$ cat src/bms_pkg.sv
// Shared types, register codes and arithmetic helpers of the body motion step block.
package bms_pkg;

	localparam int NUM_STAGES = 11;
	localparam int REM_BITS_PER_STAGE = 4;
	localparam logic [24:0] Q24_ONE = 25'h100_0000;

	typedef enum logic [2:0] {
		REG_BOX_HALF_WIDTH  = 3'd0,
		REG_BOX_HALF_HEIGHT = 3'd1,
		REG_FRICTION_RATE   = 3'd2,
		REG_ANGLE_SNAP_STEP = 3'd3,
		REG_STOP_SPEED_SQ   = 3'd4
	} cfg_reg_t;

	typedef struct packed {
		logic [30:0] box_half_width;
		logic [30:0] box_half_height;
		logic [15:0] friction_rate;
		logic [30:0] angle_snap_step;
		logic [62:0] stop_speed_squared;
	} cfg_t;

	typedef struct packed {
		logic [15:0]        tag;
		logic               dly;
		logic signed [31:0] dl;
		logic signed [31:0] px;
		logic signed [31:0] py;
		logic signed [31:0] ang;
		logic signed [31:0] vx;
		logic signed [31:0] vy;
		logic signed [31:0] sp;
		logic [30:0]        ex;
		logic [30:0]        ey;
		logic [15:0]        dt;
		logic signed [47:0] prod_x;
		logic signed [47:0] prod_y;
		logic signed [47:0] prod_a;
		logic [31:0]        fd;
		logic [24:0]        factor;
		logic signed [57:0] dprod_x;
		logic signed [57:0] dprod_y;
		logic signed [57:0] dprod_s;
		logic [62:0]        sq_x;
		logic [62:0]        sq_y;
		logic               rest;
		logic [1:0]         hx;
		logic [1:0]         hy;
		logic [30:0]        rem;
		logic [31:0]        dvd;
	} item_t;

	localparam logic [1:0] HIT_NONE = 2'd0;
	localparam logic [1:0] HIT_LOW  = 2'd1;
	localparam logic [1:0] HIT_HIGH = 2'd2;

	// Clamp a 34-bit signed value to the 32-bit signed range.
	function automatic logic signed [31:0] sat32(input logic signed [33:0] v);
		logic signed [33:0] hi;
		logic signed [33:0] lo;
		hi = 34'sh0_7FFF_FFFF;
		lo = -34'sh0_8000_0000;
		if (v > hi) begin
			sat32 = 32'sh7FFF_FFFF;
		end else if (v < lo) begin
			sat32 = 32'sh8000_0000;
		end else begin
			sat32 = v[31:0];
		end
	endfunction

	// Four restoring steps of the remainder of dvd by step, high bits first.
	function automatic logic [62:0] rem_step(input logic [30:0] rem, input logic [31:0] dvd,
			input logic [30:0] step);
		logic [31:0] t;
		logic [30:0] r;
		logic [31:0] d;
		r = rem;
		d = dvd;
		for (int i = 0; i < REM_BITS_PER_STAGE; i++) begin
			t = {r, d[31]};
			d = {d[30:0], 1'b0};
			if (t >= {1'b0, step}) begin
				r = 31'(t - {1'b0, step});
			end else begin
				r = t[30:0];
			end
		end
		rem_step = {r, d};
	endfunction

endpackage

$ cat src/bms_cfg_regs.sv
// Configuration register file of the body motion step block.
module bms_cfg_regs (
	input  logic           clk,
	input  logic           arst_n,
	input  logic           wr_valid,
	output logic           wr_ready,
	input  logic [2:0]     wr_index,
	input  logic [63:0]    wr_data,
	output bms_pkg::cfg_t  cfg
);

	bms_pkg::cfg_t cfg_q;

	assign wr_ready = 1'b1;
	assign cfg = cfg_q;

	always_ff @(posedge clk or negedge arst_n) begin
		if (!arst_n) begin
			cfg_q.box_half_width     <= 31'd20971520;
			cfg_q.box_half_height    <= 31'd15728640;
			cfg_q.friction_rate      <= 16'd256;
			cfg_q.angle_snap_step    <= 31'd5898240;
			cfg_q.stop_speed_squared <= 63'h1_0000_0000;
		end else if (wr_valid) begin
			case (bms_pkg::cfg_reg_t'(wr_index))
				bms_pkg::REG_BOX_HALF_WIDTH:  cfg_q.box_half_width <= wr_data[30:0];
				bms_pkg::REG_BOX_HALF_HEIGHT: cfg_q.box_half_height <= wr_data[30:0];
				bms_pkg::REG_FRICTION_RATE:   cfg_q.friction_rate <= wr_data[15:0];
				bms_pkg::REG_ANGLE_SNAP_STEP: cfg_q.angle_snap_step <= wr_data[30:0];
				bms_pkg::REG_STOP_SPEED_SQ:   cfg_q.stop_speed_squared <= wr_data[62:0];
				default: begin
					// drop writes beyond the register list
				end
			endcase
		end
	end

endmodule

$ cat config.mk
export PLATFORM = sky130hd
export DESIGN_NAME = bms_cfg_regs
export DESIGN_NICKNAME = d
export VERILOG_FILES = /design/src/bms_pkg.sv /design/src/bms_cfg_regs.sv
export SDC_FILE = /design/constraint.sdc
export NUM_CORES = 1
export LEC_CHECK = 0
export BUFFER_PORTS_ARGS = -buffer_cell sky130_fd_sc_hd__buf_2
export CAP_MARGIN = 10
export CELL_PAD_IN_SITES_DETAIL_PLACEMENT = 0
export CELL_PAD_IN_SITES_GLOBAL_PLACEMENT = 2
export CORE_MARGIN = 2
export CORE_UTILIZATION = 37
export CTS_CLUSTER_DIAMETER = 40
export CTS_CLUSTER_SIZE = 25
export DETAILED_ROUTE_END_ITERATION = 8
export PLACE_DENSITY_LB_ADDON = 0.1
export RECOVER_POWER = 25
export SYNTH_ARGS = -nofsm -noshare
export SYNTH_HDL_FRONTEND = slang
export SYNTH_SLANG_ARGS = --single-unit
$ cat constraint.sdc
create_clock -name clk -period 1.8 [get_ports clk]
set_input_delay 0.27 -clock clk [delete_from_list [all_inputs] [get_ports clk]]
set_output_delay 0.27 -clock clk [all_outputs]
set_load 0.03 [all_outputs]
==> run summary <==
The cell sitting at the root of the clock tree is a clkbuf_16. The relative area change from synthesis to final layout is 30.5%. The number of buffer cells added on primary ports is 240. The post-placement setup slack is 0.147 ns.

TritonCTS built the clock tree. The register with the most flip-flops in the layout has around 170 of them. The maximum level of the CTS H-tree is 4. The global routing met2 resource utilization is 0.263.

The area enclosed by the die boundary came out at 19400 um^2. The routed length per instance is around 18 um. VDD sags by at most about 0.62 mV.

The share of the clock period used by the worst path after layout came out at 0.786. The flop and latch count out of synthesis is around 170. At the end of the flow, the number of nets in the layout was approximately 700.

The wire length of the first global-routing pass came out at 25800 um. Traced cell by cell, the critical path runs through buf_2. In this run the horizontal extent of the chip is 139 um.

The final routed DRC violation total came out at 0. The number of vias per cell came out at ~4.7. The TritonCTS buffer count is 17.

The worst hold-check slack came out at between 0.08 and 0.09 ns. The met1 usage in global routing is 0.227. The largest individual stage delay along the critical path comes from the cell dfstp_2.

Across the run, the number of max-cap violations was 0. The first-pass iteration count of the detailed router is 3. The remaining max-slew budget at the tightest pin came out at 0.569.

The number of sinks on the clock net came out at about 170. The number of placed I/O pins came out at 243. The largest stage delay on the critical path came out at 0.53 ns.

The number of antenna violations at the first check in global routing is 1. met2 is the most crowded layer. Yosys printed 0 warnings.

Leaving out fill and tap cells, the most frequent cells in the layout are 238 x buf_2, 160 x dfrtp_1, 108 x mux2_2. The maximum number of pins on one net before global-route repair came out at between 40 and 50. The effective utilization at floorplan is 0.377. The ratio of total power to cell area came out at roughly 1400 nW/um^2. The number of hold violations in the final report was 0. For the worst setup path, the data required time is roughly 1.5 ns. Yosys mapped the design onto 15 distinct sky130hd cell types. In the final timing run, aggregate negative setup slack is 0 ns. The number of vias after detailed routing came out at between 4000 and 5000.

The initial detailed-routing violation count came out at ~160. The synthesized instance count came out at around 370. The core box area came out at roughly 18000 um^2.

The fmax is around 0.71 GHz. The mapped netlist covers around 6800 um^2. The post-synthesis sequential area ratio came out at 0.638. The weighted congestion at the end of routability-driven global placement is between 0.7 and 0.8. The transition time at the pin with the least slew margin is roughly 0.65 ns. The largest clock skew in the final design came out at 0 ns. Setup repair after global routing left no endpoint under its margin. The overall routed net length is around 16000 um. After floorplanning, the core was divided into 49 placement rows. The half-perimeter wire length after placement is between 10000 and 15000 um. The endpoint class of the critical path is an output pin. The overall die height came out at 139 um. The total congestion overflow after global routing is 0. The clock transition at the registers of the reported paths came out at approximately 0.06 ns. The number of buffers on the longest clock path is 2.

The number of failing setup endpoints in the final timing report is 0. The gate family responsible for the most delay along the worst path is flip-flops. The mean cell area of the mapped netlist came out at around 18 um^2. The setup slack after layout came out at between 0.3 and 0.4 ns.

Summing internal, switching and leakage power gives ~13 mW. The synthesized netlist net count came out at approximately 440. The run finished with clean final reports.

The via count of the first global-routing pass is between 4000 and 5000. The critical setup path kind is reg -> out. The worst setup path is launched from a flop. For this design the static power due to leakage is about 4.3 nW. The share of post-route cells with drive strength above 1 came out at 0.732. The all-layer global routing usage is 0.170. The number of buffers and inverters on the critical path is 1.

In the global route stage, met3 resource usage came out at 0.0609. The highest fanout seen on the critical path came out at 2. The library cell used most frequently in the layout, excluding fill and tap cells, is buf_2. The clock latency at the later pin of the worst-skew pair came out at about 0.41 ns. The number of inserted diodes is 0. The worst endpoint data arrival time is ~1.1 ns.

The type of the worst min-delay path is in -> reg. The post-route antenna net violation count is 0. The clock period minus final worst setup slack came out at about 1.4 ns.

The final number of max-transition violations is 0. The filler cells instantiated in the layout total 1625.
[routing by layer]
layer  vias up  share of wire
li1       1844              -
met1      2053           0.45
met2       147           0.46
met3        15          0.078
met4         2          0.011
met5         -        0.00069
[power breakdown]
group          internal [mW]  switching, mW  total [mW]
Combinational           1.46           2.58        4.04
Sequential              4.76          0.409        5.17
Clock                   1.99           1.52        3.52
[synth_stat cells]
master    number  area share
mux2_1         4      0.0067
buf_2          4      0.0030
dfstp_2       12       0.047
and4bb_2       1      0.0018
nand4b_1       1      0.0013
dfrtp_1      160        0.59
nor4b_4        1      0.0035
buf_6          2      0.0033
buf_12         6       0.018
nor4bb_2       1      0.0024
conb_1         1     0.00055
nor4bb_1       1      0.0015
buf_4          7      0.0078
mux2_4        60        0.13
mux2_2       108        0.18
[timing repair]
action | in CTS | in global routing
resized for setup | 0 | 0
hold buffers | 1 | 0
endpoints found under the hold margin | 33 | 0
setup buffers | 0 | 0
[worst paths after layout]
check	start	end	slack [ns]	cells past startpoint
hold / removal	wr_data[34]	cfg[34]$_DFFE_PN0P_	0.08	2
hold reg to reg	cfg[166]$_DFFE_PN0P_	cfg[166]$_DFFE_PN0P_	0.48	1
max in group asynchronous	arst_n	cfg[82]$_DFFE_PN1P_	0.51	3
min in group asynchronous	arst_n	cfg[90]$_DFFE_PN0P_	0.35	2
setup / recovery	cfg[102]$_DFFE_PN1P_	cfg[102]	0.39	1
setup reg to reg	cfg[30]$_DFFE_PN0P_	cfg[30]$_DFFE_PN0P_	1.02	1
[kinds of logic (layout without fill, tap and decap cells)]
| logic type | count (synthesis) | count (layout) | share of synthesized area |
|---|---|---|---|
| flops | 172 | 172 | 0.638 |
| buf+inv | 19 | 291 | 0.0318 |
| other cells | 1 | 1 | 0.000554 |
| mux | 172 | 172 | 0.319 |
| simple gates | 5 | 5 | 0.0105 |
[through the flow]
| stage | cell area (um^2) | util | cells |
|---|---|---|---|
| floorplan | 6770 | - | 369 |
| global placement | 8320 | 0.463 | 837 |
| detailed placement | 8320 | 0.463 | 837 |
| CTS | 8900 | 0.496 | 870 |
| global route | 8840 | 0.492 | 870 |
| finish | 8840 | 0.492 | 870 |
[layout make-up]
cell class                      instances  area, um^2  area share
Multi-Input combinational cell        178        2250       0.254
Sequential cell                       172        4320       0.489
Timing Repair Buffer                  259        1420       0.160
Clock buffer                           20         457      0.0517
Tap cell                              229         287      0.0324
Clock inverter                         12         113      0.0127
Power figures use the tool's default switching activity.
