$ cat config.mk
export PLATFORM = sky130hd
export DESIGN_NAME = bms_pipe_reg
export DESIGN_NICKNAME = d
export VERILOG_FILES = /design/src/bms_pkg.sv /design/src/bms_pipe_reg.sv
export SDC_FILE = /design/constraint.sdc
export NUM_CORES = 1
export LEC_CHECK = 0
export ABC_CLOCK_PERIOD_IN_PS = 8260
export BUFFER_PORTS_ARGS = -buffer_cell sky130_fd_sc_hd__buf_2
export CORE_AREA = 2 2 689 691
export CTS_CLUSTER_DIAMETER = 80
export DETAILED_ROUTE_END_ITERATION = 8
export DIE_AREA = 0 0 691 693
export PLACE_DENSITY = 0.3
export SYNTH_ARGS = -nofsm -noshare
export SYNTH_HDL_FRONTEND = slang
export SYNTH_SLANG_ARGS = --single-unit
$ cat constraint.sdc
create_clock -name clk -period 8.26 [get_ports clk]
set_clock_uncertainty 0.1 [all_clocks]
set_input_delay 2.478 -clock clk [delete_from_list [all_inputs] [get_ports clk]]
set_output_delay 2.478 -clock clk [all_outputs]
set_load 0.1 [all_outputs]
$ cat src/bms_pkg.sv
// Shared types, register codes and arithmetic helpers of the body motion step block.
package bms_pkg;

	localparam int NUM_STAGES = 11;
	localparam int REM_BITS_PER_STAGE = 4;
	localparam logic [24:0] Q24_ONE = 25'h100_0000;

	typedef enum logic [2:0] {
		REG_BOX_HALF_WIDTH  = 3'd0,
		REG_BOX_HALF_HEIGHT = 3'd1,
		REG_FRICTION_RATE   = 3'd2,
		REG_ANGLE_SNAP_STEP = 3'd3,
		REG_STOP_SPEED_SQ   = 3'd4
	} cfg_reg_t;

	typedef struct packed {
		logic [30:0] box_half_width;
		logic [30:0] box_half_height;
		logic [15:0] friction_rate;
		logic [30:0] angle_snap_step;
		logic [62:0] stop_speed_squared;
	} cfg_t;

	typedef struct packed {
		logic [15:0]        tag;
		logic               dly;
		logic signed [31:0] dl;
		logic signed [31:0] px;
		logic signed [31:0] py;
		logic signed [31:0] ang;
		logic signed [31:0] vx;
		logic signed [31:0] vy;
		logic signed [31:0] sp;
		logic [30:0]        ex;
		logic [30:0]        ey;
		logic [15:0]        dt;
		logic signed [47:0] prod_x;
		logic signed [47:0] prod_y;
		logic signed [47:0] prod_a;
		logic [31:0]        fd;
		logic [24:0]        factor;
		logic signed [57:0] dprod_x;
		logic signed [57:0] dprod_y;
		logic signed [57:0] dprod_s;
		logic [62:0]        sq_x;
		logic [62:0]        sq_y;
		logic               rest;
		logic [1:0]         hx;
		logic [1:0]         hy;
		logic [30:0]        rem;
		logic [31:0]        dvd;
	} item_t;

	localparam logic [1:0] HIT_NONE = 2'd0;
	localparam logic [1:0] HIT_LOW  = 2'd1;
	localparam logic [1:0] HIT_HIGH = 2'd2;

	// Clamp a 34-bit signed value to the 32-bit signed range.
	function automatic logic signed [31:0] sat32(input logic signed [33:0] v);
		logic signed [33:0] hi;
		logic signed [33:0] lo;
		hi = 34'sh0_7FFF_FFFF;
		lo = -34'sh0_8000_0000;
		if (v > hi) begin
			sat32 = 32'sh7FFF_FFFF;
		end else if (v < lo) begin
			sat32 = 32'sh8000_0000;
		end else begin
			sat32 = v[31:0];
		end
	endfunction

	// Four restoring steps of the remainder of dvd by step, high bits first.
	function automatic logic [62:0] rem_step(input logic [30:0] rem, input logic [31:0] dvd,
			input logic [30:0] step);
		logic [31:0] t;
		logic [30:0] r;
		logic [31:0] d;
		r = rem;
		d = dvd;
		for (int i = 0; i < REM_BITS_PER_STAGE; i++) begin
			t = {r, d[31]};
			d = {d[30:0], 1'b0};
			if (t >= {1'b0, step}) begin
				r = 31'(t - {1'b0, step});
			end else begin
				r = t[30:0];
			end
		end
		rem_step = {r, d};
	endfunction

endpackage

$ cat src/bms_pipe_reg.sv
// One pipeline stage register with valid and a local ready.
module bms_pipe_reg (
	input  logic            clk,
	input  logic            arst_n,
	input  logic            in_valid,
	output logic            in_ready,
	input  bms_pkg::item_t  in_data,
	output logic            out_valid,
	input  logic            out_ready,
	output bms_pkg::item_t  out_data
);

	logic           valid_q;
	bms_pkg::item_t data_q;

	// Take a new item when empty or when the held one moves on.
	assign in_ready = !valid_q || out_ready;
	assign out_valid = valid_q;
	assign out_data = data_q;

	always_ff @(posedge clk or negedge arst_n) begin
		if (!arst_n) begin
			valid_q <= 1'b0;
		end else if (in_ready) begin
			valid_q <= in_valid;
		end
	end

	always_ff @(posedge clk) begin
		if (in_ready && in_valid) begin
			data_q <= in_data;
		end
	end

endmodule

==> impl_results.md, run 1 <==
- Status: complete, no violations
- # setup viols final: 0
- Clock sink total: 889
- Power Total: 14.5 mW
- Rows: 253
- Proportion of power drawn by flip-flops and latches: 37.2%
- Initial antenna violation count: 414
- Dominant synthesized flop cell: edfxtp_1
- Reg2reg start: out_valid
- Drt total wl: 324000 um
- Die area: 479000 sq um
- F_max: 171 MHz
- Vias per Instance: 2.18
- DR DRC count: 0
- Clock Path Buffers: 4
- DP Worst Slack: 2380 ps
- Clk Latency, worst-skew pair: 880 ps
- Setup CP Type: input pin to output port
- Gr usage total: 13.0%
- CTS tree: yes
- DRT Pass-1 Iters: 5
- Post-Syn Area per Cell: 30.0 sq um
- Gpl congestion: 0.975
- Setup repair bufs after CTS: 0
- Synth top area share: 99.8%
- Worst-path fanout max: 3
- Placed inst area: 43700 sq um
- Setup_tns: 0 ps
- Yosys reg bits: 889
- Seq/Total Area, Yosys: 99.9%
- Top cells by area, synth: edfxtp_1 (100%), dfrtp_1 (0.094%), nand2b_4 (0.052%)
- Initial DRC count: 1464
- Hold Fails Final Rpt: 0
- Number of synthesized flops with an enable pin: 888
- Clk network pwr share: 43.9%
- Post-Syn Area: 26700 sq um
- Resized cells post-CTS: 0
- Max IR drop VDD: 0.150 mV
- Fraction of registers with async set or reset after synthesis: 0.112%
- Slew margin rel.: 30.0%
- Unique masters post-synth: 5
- Slew @ Worst Pin: 1050 ps
- Initial core utilization: 5.66%
- Max Cap Viol: 0
- Routed Antenna Nets: 0
- Worst reg2reg setup slack: 5350 ps
- Slew Viols, Final: 0
- Pin count of the biggest net entering global routing: 132
- CP startpoint kind: input pin
- Clk pin slew, worst setup/hold paths: 50 ps
- Arr. time, crit path: 3280 ps
- CTS Root Cell: clkbuf_16
- IO Port Bufs: 1781
- Chip width: 691 um
- Vias after detailed routing: 20.4k
- RSZ-0062 raised after global routing: false
- Hold-critical path depth: 2
- Leakage power: 17.9 nW
- R2r worst-path depth: 4
- Final-stage net count: 3736
- Share of layout cells above drive strength 1: 68.7%
- Cell area power density: 296 nW/um^2
- Die height: 693 um
- Post-route cell area: 48800 sq um
- IO Count: 1782
- Worst r2r dst: out_data[61]
- Yosys top cell by area: edfxtp_1
- Minimum clock period: 5860 ps
- Worst hold path type: flop to flop
- Sw Pwr: 5.11 mW
- Hold Startpoint: out_valid
- Mapped Nets: 1784
- Worst path required time: 5680 ps
- Worst Setup End Kind: output port
- Internal power: 9.34 mW
- Core ar.: 472000 sq um
- Final worst slack: 2400 ps
- Wirelength per Cell: 34.7 um
- Clock H-tree levels: 4
- Area Overhead vs Synth: 82.8%
- Sw Ratio: 35.4%
- Comb pwr share: 18.9%
- DPL Wire Length: 293000 um
- First-pass GRT wire length: 370000 um
- Overflow after GRT: 0
- Hold Path End: out_valid
- Hold Buf Count CTS: 0
- Vias in the first global route: 20.2k
- Most common cell in the netlist: edfxtp_1
- Syn. warnings: 0
- Num CTS Buffers: 144
- Top post-synthesis cells by count: edfxtp_1 (888), and2_4 (1), dfrtp_1 (1), nand2b_1 (1), nand2b_4 (1)
- Instance count of the mapped netlist: 892
- Period Utilization, post-route: 71.0%
[state kept, by name, indices dropped and copies added, names as in the netlist]
name	cells
out_data	888
out_valid	1
[power by group through the flow]
stage | clock network (mW) | logic [mW] | registers [mW]
6_report | 6.34 | 2.73 | 5.38
3_5_place_dp | 0 | 2.78 | 5.48
5_1_grt | 6.74 | 2.80 | 5.41
2_1_floorplan | 0 | 0.0827 | 7.20
4_1_cts | 6.63 | 2.78 | 5.39
3_3_place_gp | 0 | 2.78 | 5.48
[final cells by class]
class                           count  area, sq um
Antenna cell                      144          360
Clock buffer                      164         3720
Clock inverter                     89         1040
Fill cell                       54100       423000
Multi-Input combinational cell      3         28.8
Sequential cell                   889        26700
Tap cell                         6247         7820
Timing Repair Buffer             1806         9190
[metrics by stage]
stage               utilization [%]  std cells  hold WS [ps]
floorplan                         -        892          1230
global placement               9.26       8945           701
detailed placement             9.26       8945           674
CTS                            10.3       9198           686
global route                   10.3       9235           678
finish                         10.3       9342           652
[layer usage]
| layer | vias to the layer above | track usage (%) | share of wire [%] |
|---|---|---|---|
| li1 | 7817 | - | - |
| met1 | 9831 | 12.6 | 33 |
| met2 | 1791 | 20.6 | 44 |
| met3 | 786 | 10.8 | 18 |
| met4 | 132 | 4.21 | 4.4 |
| met5 | - | 0.0100 | 0.26 |
[layout by cell type (no fill, tap or decap)]
cell type   netlist  final
clkinv_2          0     13
edfxtp_1        888    888
buf_12            0      7
dfrtp_1           1      1
bufinv_16         0     15
clkinvlp_4        0     10
buf_2             0   1781
clkinv_8          0      3
buf_4             0     18
inv_16            0      2
inv_8             0      5
clkbuf_1          0     18
clkbuf_16         0    146
inv_6             0     15
clkinv_1          0     15
diode_2           0    144
nand2b_4          1      1
nand2b_1          1      1
clkinv_4          0     10
and2_4            1      1
clkinv_16         0      1
[logic make-up (layout without fill, tap and decap cells)]
kind of cell / count (synthesis) / after routing / synth area share [%]
DFF: 889 / 889 / 99.9
and+or+nand+nor: 3 / 3 / 0.108
buffers and inverters: 0 / 2059 / 0
other: 0 / 144 / 0
[critical path: stages]
cell and delay, ps:
buf_2 180, nand2b_4 170, buf_2 440
[worst max path at each step]
stage	cells after the start	slack, ps	start	endpoint
detailed placement	3	2380	out_ready	in_ready
global placement	3	2360	out_ready	in_ready
global route	3	2400	out_ready	in_ready
floorplan	2	-1260	out_ready	out_data[0]
CTS	3	2380	out_ready	in_ready
finish	3	2400	out_ready	in_ready
Note: power is estimated with default switching activity, not from simulation.
==> run 2: changes to the inputs <==
Settings changed: ABC_CLOCK_PERIOD_IN_PS 8260 to 5700.
Clock period 8.26 ns to 5.7 ns, I/O delays scaled along.
==> run 2 against run 1 <==
Clock-buffer cell count did not move. Routed wire length rose by 0.62%. Critical path depth did not move. Sequential share of layout area barely moved. Hold slack got worse by 110 ps. Cell count barely moved. Non-clock buffer count rose by 2. Setup slack got worse by 910 ps. Flip-flop and latch count did not move. Utilization barely moved. Total power rose by 43%. Largest power group unchanged. Highest routed layer unchanged.
==> impl_results.md, run 2 (synthesized netlist as in run 1, its figures left out) <==
- Drt total wl: 326000 um (+0.62%)
- DPL Wire Length: 293000 um (+0.14%)
- Hold Fails Final Rpt: 0 (unchanged)
- Initial antenna violation count: 422 (+1.9%)
- Period Utilization, post-route: 73.9%
- Leakage power: 18.0 nW (+0.12%)
- Core ar.: 472000 sq um (unchanged)
- Minimum clock period: 4210 ps
- Hold Buf Count CTS: 0 (unchanged)
- Overflow after GRT: 0 (unchanged)
- Crit-path leading delay family: buffers and inverters
- Clock Path Buffers: 4 (unchanged)
- Vias per Instance: 2.23 (+2.2%)
- Cell at the slowest stage of the critical path: buf_2
- DRT Pass-1 Iters: 5 (unchanged)
- Rows: 253 (unchanged)
- Num CTS Buffers: 148 (+2.8%)
- Resized cells post-CTS: 0 (unchanged)
- Slowest stage delay, CP: 450 ps (about the same)
- Share of layout cells above drive strength 1: 68.5% (-0.18 points)
- Arr. time, crit path: 2400 ps (-880 ps)
- Setup repair bufs after CTS: 0 (unchanged)
- Clock sink total: 889 (unchanged)
- Worst path bufs/invs: 2 (unchanged)
- CTS tree: yes
- CTS Root Cell: clkbuf_16
- # setup viols final: 0 (unchanged)
- DR DRC count: 0 (unchanged)
- Slew Viols, Final: 0 (unchanged)
- Finished Layout Cells: 9341 (-0.011%)
- Commonest non-fill, non-tap cell in the layout: buf_2
- Worst r2r dst: out_data[314]
- CP startpoint kind: input pin
- Most frequent cells in the layout: buf_2 (1781), edfxtp_1 (888), clkbuf_16 (149)
- Initial core utilization: 5.66% (unchanged)
- Worst hold path type: input pin to async pin
- Worst-path fanout max: 3 (unchanged)
- Largest register FFs: 888 (unchanged)
- Wirelength per Cell: 34.9 um (+0.63%)
- Gr usage total: 13.1% (+0.065 points)
- Max Cap Viol: 0 (unchanged)
- IO Count: 1782 (unchanged)
- Die height: 693 um (unchanged)
- Placed inst area: 43800 sq um (+0.26%)
- CP dominant cell by count: buf_2
- Final worst slack: 1490 ps (-911 ps)
- Area Overhead vs Synth: 82.8% (about the same)
- Vias in the first global route: 20.4k (+1.2%)
- Number of cells after detailed placement: 8947 (+0.022%)
- Initial DRC count: 1582 (+8.1%)
- Post-route cell area: 48800 sq um (about the same)
- Reg2reg start: out_valid
- F_max: 237 MHz
- Cell area power density: 424 nW/um^2 (+43%)
- Worst reg2reg setup slack: 3040 ps (-2310 ps)
- Worst path required time: 3890 ps (-1790 ps)
- Pin count of the biggest net entering global routing: 83 (-37%)
- R2r worst-path depth: 4 (unchanged)
- Setup CP Type: input pin to output port
- RSZ-0062 raised after global routing: false
- IO Port Bufs: 1781 (unchanged)
- Routed Antenna Nets: 0 (unchanged)
- DP Worst Slack: 1490 ps (-887 ps)
- Chip width: 691 um (unchanged)
- Slew margin rel.: 46.5% (+16 points)
- Clock H-tree levels: 4 (unchanged)
- Worst Setup End Kind: output port
- Gpl congestion: 0.985 (+1.0%)
- Max IR drop VDD: 0.180 mV (+20%)
- Final-stage net count: 3742 (+0.16%)
- Die area: 479000 sq um (unchanged)
- Crit-path cells: buf_2 > nand2b_4 > buf_2
- Clk Latency, worst-skew pair: 850 ps (-30 ps)
- Slew @ Worst Pin: 809 ps (-241 ps)
- First-pass GRT wire length: 373000 um (+0.77%)
- Vias after detailed routing: 20.8k (+2.2%)
- Clk pin slew, worst setup/hold paths: 50 ps (about the same)
- Status: complete, no violations
run 2: final cells by class:
type,count,area (sq um)
diodes,131,328
clock buffers,164,3780
clock inverters,99,890
fillers,54100,423000
multi-input cells,3,28.8
flip-flops and latches,889,26700
well taps,6247,7820
repair buffers,1808,9300
run 2: per-stage QoR:
stage | hold WS (ps) | util (%) | power [mW] | TNS, ps
after floorplan | 1230 | - | 10.5 | -2711240
after global placement | 692 | 9.28 | 12.0 | 0
after detailed placement | 679 | 9.28 | 12.0 | 0
after CTS | 429 | 10.3 | 21.2 | 0
after global routing | 471 | 10.3 | 21.5 | 0
final | 538 | 10.3 | 20.7 | 0
run 2: worst reg2reg max path: stages, from the launching register on:
cell      delay [ps]
dfrtp_1          520
nand2b_4         160
and2_4           510
buf_12           330
buf_12           580
run 2: worst max path at each step:
stage / from / endpoint / slack, ps / cells past startpoint
after floorplan: out_ready / out_data[0] / -3050 / 2
after global placement: out_ready / in_ready / 1480 / 3
after detailed placement: out_ready / in_ready / 1490 / 3
after CTS: out_ready / in_ready / 1490 / 3
after global routing: out_ready / in_ready / 1490 / 3
final: out_ready / in_ready / 1490 / 3
run 2: routing by layer:
| metal | vias to the layer above | global-route usage (%) | share of wire (%) | wire length (um) |
|---|---|---|---|---|
| li1 | 7807 | - | - | - |
| met1 | 10200 | 14.2 | 37 | 119000 |
| met2 | 1920 | 20.6 | 44 | 144000 |
| met3 | 774 | 8.40 | 15 | 47900 |
| met4 | 110 | 4.31 | 4.4 | 14300 |
| met5 | - | 0 | 0.21 | 686 |
run 2: where the power goes:
group / switching, mW / internal [mW] / leakage (nW)
clock network: 3.74 / 5.21 / 2.28
logic: 3.51 / 0.462 / 7.22
registers: 0.159 / 7.64 / 8.47
